## src/rtl/pwl_pkg.sv

```systemverilog
// ----------------------------------------------------------------------------
// pwl_pkg: shared definitions for the piecewise linear lookup unit
// Widths, request codes, table entry layout and divider handshake types.
// ----------------------------------------------------------------------------
`default_nettype none

package pwl_pkg;

  localparam int TABLE_DEPTH_DEF = 64;

  localparam int SPEED_W  = 8;
  localparam int OFF_W    = 8;
  localparam int INDEX_W  = 6;
  localparam int CNT_W    = 7;
  localparam int MUL_W    = 9;
  localparam int PROD_W   = 2 * MUL_W;
  localparam int NUMS_W   = 20;
  localparam int NUM_W    = 18;
  localparam int DEN_W    = 9;

  localparam logic REQ_WRITE  = 1'b0;
  localparam logic REQ_LOOKUP = 1'b1;

  typedef struct packed {
    logic [SPEED_W-1:0] speed;
    logic [OFF_W-1:0]   offset;
  } entry_t;

  typedef struct packed {
    logic             start;
    logic [NUM_W-1:0] num;
    logic [DEN_W-1:0] den;
  } div_req_t;

  typedef struct packed {
    logic             busy;
    logic             done;
    logic [NUM_W-1:0] quo;
  } div_rsp_t;

endpackage

`default_nettype wire

```

## src/rtl/piecewise_linear_lookup_unit.sv

```systemverilog
// ----------------------------------------------------------------------------
// piecewise_linear_lookup_unit: breakpoint table with interpolated lookup
// A write transfer goes straight into the table; a lookup checks the first and
// last points, then scans the table one entry per cycle and, between breakpoints,
// multiplies and runs the serial divider; a stalled earlier result holds the output.
// One item is in work at a time; the next transfer is taken once the result is
// in the output register. Reset clears the point count, the sequencer and the
// output valid; table contents are undefined until written.
// ----------------------------------------------------------------------------
`default_nettype none

module piecewise_linear_lookup_unit
  import pwl_pkg::*;
#(
  parameter int TABLE_DEPTH = TABLE_DEPTH_DEF
) (
  input  wire logic               clk_i,
  input  wire logic               rst_ni,
  input  wire logic               cfg_valid_i,
  output logic                    cfg_ready_o,
  input  wire logic [CNT_W-1:0]   cfg_point_count_i,
  input  wire logic               in_valid_i,
  output logic                    in_stall_o,
  input  wire logic               req_type_i,
  input  wire logic [INDEX_W-1:0] entry_index_i,
  input  wire logic [SPEED_W-1:0] entry_speed_i,
  input  wire logic [OFF_W-1:0]   entry_offset_i,
  input  wire logic [SPEED_W-1:0] query_speed_i,
  output logic                    out_valid_o,
  input  wire logic               out_stall_i,
  output logic [OFF_W-1:0]        offset_o
);

  localparam int AW = $clog2(TABLE_DEPTH);

  typedef enum logic [3:0] {
    S_IDLE, S_FIRST, S_LAST, S_SCAN, S_MUL1, S_MUL2, S_DSTART, S_DIV, S_OUT
  } state_e;

  state_e                    state_q;
  logic [CNT_W-1:0]          cnt_q;
  logic [CNT_W-1:0]          n_eff;
  logic [CNT_W-1:0]          idx_q;
  logic signed [SPEED_W-1:0] q_q;
  logic signed [SPEED_W-1:0] prev_spd_q;
  logic signed [OFF_W-1:0]   prev_off_q;
  logic signed [SPEED_W-1:0] s2_q;
  logic signed [OFF_W-1:0]   o2_q;
  logic signed [PROD_W-1:0]  prod_q;
  logic signed [NUMS_W-1:0]  num_q;
  logic signed [OFF_W-1:0]   res_q;
  logic                      out_valid_q;
  logic [OFF_W-1:0]          offset_q;

  logic                      in_acc;
  logic                      wr_en;
  logic                      rd_en;
  logic [AW-1:0]             rd_addr;
  entry_t                    wr_data;
  entry_t                    rd_data;
  logic signed [SPEED_W-1:0] rd_spd;
  logic signed [OFF_W-1:0]   rd_off;
  logic signed [MUL_W-1:0]   mul_a;
  logic signed [MUL_W-1:0]   mul_b;
  logic signed [PROD_W-1:0]  mul_p;
  logic signed [NUMS_W-1:0]  num_d;
  logic signed [MUL_W-1:0]   ds;
  logic                      num_neg;
  logic [NUMS_W-1:0]         num_abs;
  logic [OFF_W-1:0]          quo_lo;
  logic signed [OFF_W-1:0]   div_res;
  div_req_t                  div_req;
  div_rsp_t                  div_rsp;

  assign cfg_ready_o = (state_q == S_IDLE);
  assign in_stall_o  = (state_q != S_IDLE) || cfg_valid_i;
  assign in_acc      = in_valid_i && !in_stall_o;
  assign n_eff       = (int'(cnt_q) > TABLE_DEPTH) ? CNT_W'(TABLE_DEPTH) : cnt_q;

  assign wr_en          = in_acc && (req_type_i == REQ_WRITE)
                          && (int'(entry_index_i) < TABLE_DEPTH);
  assign wr_data.speed  = entry_speed_i;
  assign wr_data.offset = entry_offset_i;
  assign rd_spd         = $signed(rd_data.speed);
  assign rd_off         = $signed(rd_data.offset);

  always_comb begin
    rd_en   = 1'b0;
    rd_addr = '0;
    case (state_q)
      S_IDLE: begin
        rd_en = in_acc && (req_type_i == REQ_LOOKUP);
      end
      S_FIRST: begin
        rd_en   = 1'b1;
        rd_addr = AW'(n_eff - 1'b1);
      end
      S_LAST: begin
        rd_en   = 1'b1;
        rd_addr = AW'(1);
      end
      S_SCAN: begin
        rd_en   = 1'b1;
        rd_addr = AW'(idx_q + 1'b1);
      end
      default: begin
        rd_en = 1'b0;
      end
    endcase
  end

  pwl_table #(
    .DEPTH (TABLE_DEPTH),
    .AW    (AW)
  ) u_table (
    .clk_i     (clk_i),
    .wr_en_i   (wr_en),
    .wr_addr_i (AW'(entry_index_i)),
    .wr_data_i (wr_data),
    .rd_en_i   (rd_en),
    .rd_addr_i (rd_addr),
    .rd_data_o (rd_data)
  );

  always_comb begin
    ds = MUL_W'(s2_q) - MUL_W'(prev_spd_q);
    if (state_q == S_MUL1) begin
      mul_a = $signed({prev_off_q, 1'b1});
      mul_b = ds;
    end else begin
      mul_a = MUL_W'(o2_q) - MUL_W'(prev_off_q);
      mul_b = MUL_W'(q_q) - MUL_W'(prev_spd_q);
    end
    mul_p   = mul_a * mul_b;
    num_d   = NUMS_W'(prod_q) + (NUMS_W'(mul_p) <<< 1);
    num_neg = num_q[NUMS_W-1];
    num_abs = num_neg ? NUMS_W'(-num_q) : NUMS_W'(num_q);
    quo_lo  = div_rsp.quo[OFF_W-1:0];
    div_res = num_neg ? $signed(-quo_lo) : $signed(quo_lo);
  end

  assign div_req.start = (state_q == S_DSTART);
  assign div_req.num   = num_abs[NUM_W-1:0];
  assign div_req.den   = {ds[SPEED_W-1:0], 1'b0};

  pwl_div u_div (
    .clk_i  (clk_i),
    .rst_ni (rst_ni),
    .req_i  (div_req),
    .rsp_o  (div_rsp)
  );

  always_ff @(posedge clk_i or negedge rst_ni) begin
    if (!rst_ni) begin
      state_q     <= S_IDLE;
      cnt_q       <= '0;
      idx_q       <= '0;
      q_q         <= '0;
      prev_spd_q  <= '0;
      prev_off_q  <= '0;
      s2_q        <= '0;
      o2_q        <= '0;
      prod_q      <= '0;
      num_q       <= '0;
      res_q       <= '0;
      out_valid_q <= 1'b0;
      offset_q    <= '0;
    end else begin
      if (cfg_valid_i && cfg_ready_o) begin
        cnt_q <= cfg_point_count_i;
      end
      if (out_valid_q && !out_stall_i && (state_q != S_OUT)) begin
        out_valid_q <= 1'b0;
      end
      case (state_q)
        S_IDLE: begin
          if (in_acc && (req_type_i == REQ_LOOKUP)) begin
            q_q <= $signed(query_speed_i);
            if (n_eff == '0) begin
              res_q   <= '0;
              state_q <= S_OUT;
            end else begin
              state_q <= S_FIRST;
            end
          end
        end
        S_FIRST: begin
          prev_spd_q <= rd_spd;
          prev_off_q <= rd_off;
          if (n_eff == CNT_W'(1) || q_q <= rd_spd) begin
            res_q   <= rd_off;
            state_q <= S_OUT;
          end else begin
            state_q <= S_LAST;
          end
        end
        S_LAST: begin
          if (q_q >= rd_spd) begin
            res_q   <= rd_off;
            state_q <= S_OUT;
          end else begin
            idx_q   <= CNT_W'(1);
            state_q <= S_SCAN;
          end
        end
        S_SCAN: begin
          if (q_q >= prev_spd_q && q_q <= rd_spd) begin
            if (prev_spd_q == rd_spd) begin
              res_q   <= prev_off_q;
              state_q <= S_OUT;
            end else begin
              s2_q    <= rd_spd;
              o2_q    <= rd_off;
              state_q <= S_MUL1;
            end
          end else if (idx_q == n_eff - 1'b1) begin
            res_q   <= '0;
            state_q <= S_OUT;
          end else begin
            prev_spd_q <= rd_spd;
            prev_off_q <= rd_off;
            idx_q      <= idx_q + 1'b1;
          end
        end
        S_MUL1: begin
          prod_q  <= mul_p;
          state_q <= S_MUL2;
        end
        S_MUL2: begin
          num_q   <= num_d;
          state_q <= S_DSTART;
        end
        S_DSTART: begin
          state_q <= S_DIV;
        end
        S_DIV: begin
          if (div_rsp.done) begin
            res_q   <= div_res;
            state_q <= S_OUT;
          end
        end
        S_OUT: begin
          if (!out_valid_q || !out_stall_i) begin
            out_valid_q <= 1'b1;
            offset_q    <= res_q;
            state_q     <= S_IDLE;
          end
        end
        default: begin
          state_q <= S_IDLE;
        end
      endcase
    end
  end

  assign out_valid_o = out_valid_q;
  assign offset_o    = offset_q;

  a_empty_table: assert property (@(posedge clk_i) disable iff (!rst_ni)
    in_acc && (req_type_i == REQ_LOOKUP) && (n_eff == '0)
      |=> (state_q == S_OUT) && (res_q == '0))
    else $error("lookup on an empty table did not give zero");

  a_div_owner: assert property (@(posedge clk_i) disable iff (!rst_ni)
    div_rsp.done |-> (state_q == S_DIV))
    else $error("divider finished outside of the divide step");

  a_div_alive: assert property (@(posedge clk_i) disable iff (!rst_ni)
    (state_q == S_DIV) |-> (div_rsp.busy || div_rsp.done))
    else $error("sequencer waits on an idle divider");

  a_scan_range: assert property (@(posedge clk_i) disable iff (!rst_ni)
    (state_q == S_SCAN) |-> (idx_q != '0) && (idx_q < n_eff))
    else $error("scan index left the valid point range");

  a_out_source: assert property (@(posedge clk_i) disable iff (!rst_ni)
    $rose(out_valid_q) |-> ($past(state_q) == S_OUT))
    else $error("output register loaded outside of the result step");

endmodule

`default_nettype wire

```

## src/rtl/pwl_table.sv

```systemverilog
// ----------------------------------------------------------------------------
// pwl_table: breakpoint storage
// One write port and one read port with registered read data.
// ----------------------------------------------------------------------------
`default_nettype none

module pwl_table
  import pwl_pkg::*;
#(
  parameter int DEPTH = TABLE_DEPTH_DEF,
  parameter int AW    = 6
) (
  input  wire logic          clk_i,
  input  wire logic          wr_en_i,
  input  wire logic [AW-1:0] wr_addr_i,
  input  wire entry_t        wr_data_i,
  input  wire logic          rd_en_i,
  input  wire logic [AW-1:0] rd_addr_i,
  output entry_t             rd_data_o
);

  entry_t mem [DEPTH];
  entry_t rd_data_q;

  always_ff @(posedge clk_i) begin
    if (wr_en_i) begin
      mem[wr_addr_i] <= wr_data_i;
    end
  end

  always_ff @(posedge clk_i) begin
    if (rd_en_i) begin
      rd_data_q <= mem[rd_addr_i];
    end
  end

  assign rd_data_o = rd_data_q;

endmodule

`default_nettype wire

```

## src/rtl/pwl_div.sv

```systemverilog
// ----------------------------------------------------------------------------
// pwl_div: serial restoring divider
// Unsigned dividend by unsigned divisor, one quotient bit per cycle.
// ----------------------------------------------------------------------------
`default_nettype none

module pwl_div
  import pwl_pkg::*;
(
  input  wire logic     clk_i,
  input  wire logic     rst_ni,
  input  wire div_req_t req_i,
  output div_rsp_t      rsp_o
);

  localparam int CW = $clog2(NUM_W);

  logic             busy_q;
  logic             done_q;
  logic [CW-1:0]    cnt_q;
  logic [DEN_W-1:0] rem_q;
  logic [DEN_W-1:0] den_q;
  logic [NUM_W-1:0] work_q;
  logic [DEN_W:0]   trial;
  logic [DEN_W:0]   diff;
  logic             ge;

  always_comb begin
    trial = {rem_q, work_q[NUM_W-1]};
    ge    = (trial >= {1'b0, den_q});
    diff  = trial - {1'b0, den_q};
  end

  always_ff @(posedge clk_i or negedge rst_ni) begin
    if (!rst_ni) begin
      busy_q <= 1'b0;
      done_q <= 1'b0;
      cnt_q  <= '0;
    end else begin
      done_q <= 1'b0;
      if (req_i.start) begin
        busy_q <= 1'b1;
        cnt_q  <= '0;
      end else if (busy_q) begin
        if (cnt_q == CW'(NUM_W - 1)) begin
          busy_q <= 1'b0;
          done_q <= 1'b1;
        end else begin
          cnt_q <= cnt_q + 1'b1;
        end
      end
    end
  end

  always_ff @(posedge clk_i) begin
    if (req_i.start) begin
      rem_q  <= '0;
      den_q  <= req_i.den;
      work_q <= req_i.num;
    end else if (busy_q) begin
      rem_q  <= ge ? diff[DEN_W-1:0] : trial[DEN_W-1:0];
      work_q <= {work_q[NUM_W-2:0], ge};
    end
  end

  assign rsp_o.busy = busy_q;
  assign rsp_o.done = done_q;
  assign rsp_o.quo  = work_q;

endmodule

`default_nettype wire
```

## config.mk

```make
export PLATFORM = sky130hd
export DESIGN_NAME = piecewise_linear_lookup_unit
export DESIGN_NICKNAME = d
export VERILOG_FILES = /design/src/rtl/pwl_pkg.sv /design/src/rtl/piecewise_linear_lookup_unit.sv /design/src/rtl/pwl_table.sv /design/src/rtl/pwl_div.sv
export SDC_FILE = /design/constraint.sdc
export NUM_CORES = 2
export LEC_CHECK = 0
export ABC_AREA = 1
export ABC_CLOCK_PERIOD_IN_PS = 8000
export BUFFER_PORTS_ARGS = -buffer_cell sky130_fd_sc_hd__buf_2
export CAP_MARGIN = 20
export CORE_MARGIN = 2
export CORE_UTILIZATION = 50
export CTS_BUF_LIST = sky130_fd_sc_hd__clkbuf_4 sky130_fd_sc_hd__clkbuf_8 sky130_fd_sc_hd__clkbuf_16
export DETAILED_ROUTE_END_ITERATION = 7
export PLACE_DENSITY_LB_ADDON = 0.05
export SKIP_LAST_GASP = 1
export SLEW_MARGIN = 10
export SYNTH_ARGS = -nofsm -noshare
export SYNTH_HDL_FRONTEND = slang
export SYNTH_SLANG_ARGS = --single-unit
```

## constraint.sdc

```tcl
create_clock -name clk_i -period 8 [get_ports clk_i]
set_input_delay 1.6 -clock clk_i [delete_from_list [all_inputs] [get_ports clk_i]]
set_output_delay 1.6 -clock clk_i [all_outputs]
set_load 0.02 [all_outputs]
```

# == Word level (Yosys, flattened, before mapping) ==
# Memories as Yosys holds them, arrays and structs flattened. A register that Yosys moved wholly into a read port is not among the register bits.
# Index checks and enable logic that the tools add are counted.
# totals
mem_count,1
ramBits,1024
input_bits,43
wordCells,145
ff_bits,155
# op_classes
reduce_logical,29
muxes,53
n_addsub,10
eq_ne,25
n_bitwise,2
order_cmp,5
mul,1
# memory_table
memory,depth,word_bits,read_ports,rd_ports_with_merged_regs,write_ports,line_no,text
u_table.mem,64,16,1,1,1,pwl_table.sv:22,entry_t mem [DEPTH];
# ops
op,n
$mux 8,13
$mux 18,3
$pmux 8 s5,1
$mux 4,9
$pmux 4 s9,1
$pmux 8 s2,2
$mux 7,4
$mux 9,3
$sub 8x8->9,3
$add 18x19->20,1
$mul 9x9->18,1
$neg 18->18,1
$pmux 6 s3,1
$eq 4x3->1 const B,4
$ge 8x8->1,2
$mux 5,3
$ne 2x2->1 const B,7
$pmux 7 s2,1
$mux 1,11
$ge 10x9->1,1
$sub 9x9->9,1
$eq 4x2->1 const B,2
$eq 8x8->1,1
$le 8x8->1,1
other kinds (28),48

# == Logic depth before layout (Yosys ltp) ==
# depth
word_depth,7
depth_mapped,40
mapped_depth_nobuf,40

# == Modules after synthesis ==
# Synthesis repeated with hierarchy kept, for this count alone.
# hier_totals
hier_cells,5181
hier_area_um2,55430.7
# modules_own_cells
mod,cells_per_inst,area_per_inst_um2,seq_area_each_um2,instances
pwl_table,3517,42259.3,31230.0,1
piecewise_linear_lookup_unit,1386,10862.9,2802.7,1
pwl_div,278,2308.5,1166.1,1

# == Worst setup path after synthesis ==
# No wires, ideal clock.
# synth_timing
path_type,register to register
from,reg prev_off_q[0]
to,reg num_q[17]
synth_period_minus_slack_ns,7.083
stages_incl_launch_ff,35
setup_time_ns,0.118
arrival_ns,6.966
path_buffers,0
setup_slack_ns,0.917
required_ns,7.882
cell_sequence,dfrtp_1 ha_1 fa_1 o21ai_0 a21oi_1 o21bai_1 nand2_1 a22oi_1 nand2_1 o21ai_0 inv_1 nand2_1 fa_1 inv_1 fa_1 fa_1 fa_1 inv_1 fa_1 inv_1 ha_1 a21oi_1 nand2_1 a21oi_1 o21bai_1 xor2_1 inv_1 ha_1 a21oi_1 o21ai_0 a221oi_1 nand2_1 or2_2 nand3_1 nand2_1
# synth_via
elab_chain_len,4
# synth_rtl
item,line_no,text
start: declaration,piecewise_linear_lookup_unit.sv:46,logic signed [OFF_W-1:0] prev_off_q;
start signal: assignment,piecewise_linear_lookup_unit.sv:189,prev_off_q <= rd_off;
start signal: assignment,piecewise_linear_lookup_unit.sv:221,prev_off_q <= rd_off;
$sub 8x8->9,piecewise_linear_lookup_unit.sv:131,mul_a = MUL_W'(o2_q) - MUL_W'(prev_off_q);
$mux 9 *,piecewise_linear_lookup_unit.sv:127,if (state_q == S_MUL1) begin
$mul 9x9->18 *,piecewise_linear_lookup_unit.sv:134,mul_p = mul_a * mul_b;
named net mul_p[11],piecewise_linear_lookup_unit.sv:65,logic signed [PROD_W-1:0] mul_p;
$add 18x19->20 *,piecewise_linear_lookup_unit.sv:135,num_d = NUMS_W'(prod_q) + (NUMS_W'(mul_p) <<< 1);
end signal: assignment,piecewise_linear_lookup_unit.sv:230,num_q <= num_d;
end: declaration,piecewise_linear_lookup_unit.sv:50,logic signed [NUMS_W-1:0] num_q;
# The timed path passes the listed nets; every way through them passes the cells marked *.
# A chain may end at the register's enable or synchronous reset.

# == Final worst setup path ==
# Same ends and word-level chain as after synthesis.

==> out/qor.yml <==
drt:
  postRouteAntennaNets: 0
  drc: 0
  dr_total_vias: 40360
  drt-initial-drc-count: 3571
  wl_um: 160200
  routed_via_density: 5.473
  first_pass_iters: 6
  wire_per_inst_um: 21.72
synthesis:
  syn_area_mm2: 0.05837
  syn_inst: 5719
  synth_nets: 5940
  ys_seq_area_share_pct: 60.25
  synth_edf_count: 1066
  async_flop_share_pct: 9.966
  ys_ff_latch: 1194
  syn_avg_cell_area_um2: 10.21
  ys_types: 49
  ys_warn_count: 0
  synth_ff_type: "edfxtp_1"
critical_path:
  crit_type: "register to register"
  start_kind: "register"
  critPathCaptureType: "register"
  path_depth: 33
  r2r_cells: 33
  critPathArrivalTime_ps: 8100
  crit_family: "adder cells"
  slowest_stage: "fa_1"
  critPathBufInv: 5
  cp_max_fo: 6
  cp_slowest_stage_delay_ps: 530
  required_ps: 8610
  cpMostUsedCell: "fa_1"
placement:
  portBuffers: 53
  dp_hpwl_um: 91050
  gp_congestion: 0.8623
clocking:
  numCtsBuffers: 134
  path_clk_slew_ps: 60
  cts_tree: "yes"
  cts_hold_buf: 0
  insertion_delay_ps: 750
  cts.sinks: 1194
  cts-root-buf: "clkbuf_16"
  htreeDepth: 4
  clk_path_buf_depth: 3
sta:
  post-route-period-util_pct: 93.59
  max_freq_mhz: 133.6
  rsz0062_at_grt: "no"
  fin_tns_setup_ps: 0
  worstMarginPinSlew_ps: 1123
  fin_crit_ps: 7487
  relSlewSlack_pct: 25.16
  setup_viol: 0
  clock_skew_ps: 25.40
  slew_viol_final: 0
  finalHoldViolCount: 0
finish:
  seq_area_mm2: 0.03517
  area_growth_pct: 10.61
  drive_gt1_share_pct: 7.953
  final_cell_mix: "nand3_1 (1,168), edfxtp_1 (1,066), nand2_1 (1,009), inv_1 (946), nand3b_1 (325)"
  final_common_cell: "nand3_1"
  fin_nets: 5959
  utilization_pct: 55.63
  multi_input_area_mm2: 0.01828
  fillCellCount: 10050
floorplanning:
  coreArea_mm2: 0.1160
  fp.dieArea_mm2: 0.1195
  chipHeight_um: 345.7
  pin_count: 54
  row_count: 125
  fp.dieW_um: 345.7
  start_util_pct: 50.30
global_route:
  grt-ovfl-total: 0
  grt_pass1_vias: 38990
  antenna_found_initial: 8
  grtUsageTotal_pct: 26.78
  grt_max_degree: 182
  grt_pass1_wl_um: 242900
min_path:
  min_path_cells: 2
  hp-class: "register to register"
run_status:
  outcome: "finished clean"
flow_run:
  cap_violations: 0
final timing paths:
check | from | endpoint | slack (ps)
worst max-delay path | prev_off_q[0] | num_q[17] | 510
worst min-delay path | res_q[2] | res_q[2] | 470
worst max register to register | prev_off_q[0] | num_q[17] | 510
worst min register to register | res_q[2] | res_q[2] | 470
max in group asynchronous | rst_ni | num_q[6] | 5600
min in group asynchronous | rst_ni | cnt_q[2] | 980
cell families after synthesis:
group / count (synthesis) / synth area share, %
DFF: 1194 / 60.25
adders and majority gates: 178 / 4.793
muxes: 19 / 0.3666
buffers and inverters: 1250 / 8.587
and+or+nand+nor: 2757 / 22.61
AOI/OAI and AO/OA: 255 / 2.405
xor gates and xnor gates: 66 / 0.9903
metal layers:
metal	routed length [um]	part of all wire [%]	vias to the layer above	GRT usage, %
li1	-	-	19170	-
met1	67650	42	19690	35.98
met2	78050	49	1220	44.89
met3	8986	5.6	279	3.281
met4	5487	3.4	2	9.767
met5	14	0.0087	-	0
layout make-up:
| type | count | area share (%) |
|---|---|---|
| diodes | 3 | 0.01163 |
| clock buffers | 172 | 5.746 |
| clock inverters | 73 | 0.8527 |
| inverters | 957 | 5.583 |
| multi-input cells | 3275 | 28.31 |
| flip-flops and latches | 1194 | 54.47 |
| well taps | 1524 | 2.953 |
| repair buffers | 176 | 2.070 |
synth_stat cells, types with 9 or more instances:
library cell / n / share of area (%)
mux2_2: 19 / 0.37
nor3_1: 14 / 0.12
nand4_1: 18 / 0.19
nand3_1: 1168 / 10
ha_1: 102 / 2.2
a21oi_1: 83 / 0.71
buf_1: 31 / 0.20
nand2_1: 1012 / 6.5
xnor2_1: 20 / 0.30
clkbuf_1: 54 / 0.35
buf_2: 189 / 1.6
dfxtp_1: 9 / 0.31
buf_4: 14 / 0.18
dfrtp_1: 119 / 5.1
o21ai_1: 25 / 0.21
o21ai_0: 98 / 0.84
inv_2: 9 / 0.058
nand3b_1: 325 / 4.2
edfxtp_1: 1066 / 55
or2_2: 16 / 0.17
nor2_1: 186 / 1.2
xor2_1: 46 / 0.69
inv_1: 948 / 6.1
fa_1: 76 / 2.6
state kept, by name (all words and copies together) (netlist names):
signal,count
u_div.rem_q,9
u_div.work_q,18
num_q,19
offset_o,8
res_q,8
prev_spd_q,8
u_div.busy_q,1
u_div.den_q,8
u_div.done_q,1
u_table.mem,1024
o2_q,8
out_valid_o,1
state_q,4
idx_q,7
prev_off_q,8
s2_q,8
u_table.rd_data_o,16
prod_q,18
cnt_q,7
u_div.cnt_q,5
q_q,8
what timing repair did:
action | 4_1_cts | 5_1_grt
resized for setup | 0 | 11
buffers inserted | 0 | 0
setup endpoints to repair | 0 | 4
stage by stage:
stage,setup slack [ps],area (um2),std cells,hold slack [ps]
3_5_place_dp,343.7,60250,7125,462.1
2_1_floorplan,916.8,58370,5719,438.0
6_report,512.8,64560,7374,474.2
3_3_place_gp,341.8,60250,7125,455.2
5_1_grt,34.68,64560,7373,503.0
4_1_cts,335.1,64510,7370,473.1
worst min-delay path, cell delays in order, from the launching register on:
cell and delay [ps]:
dfrtp_1 340, nand2_1 50, nand2_1 40
Power is left out: the tool's default activity adds up to more than one toggle a clock period on the data nets, which glitch-free logic cannot reach.
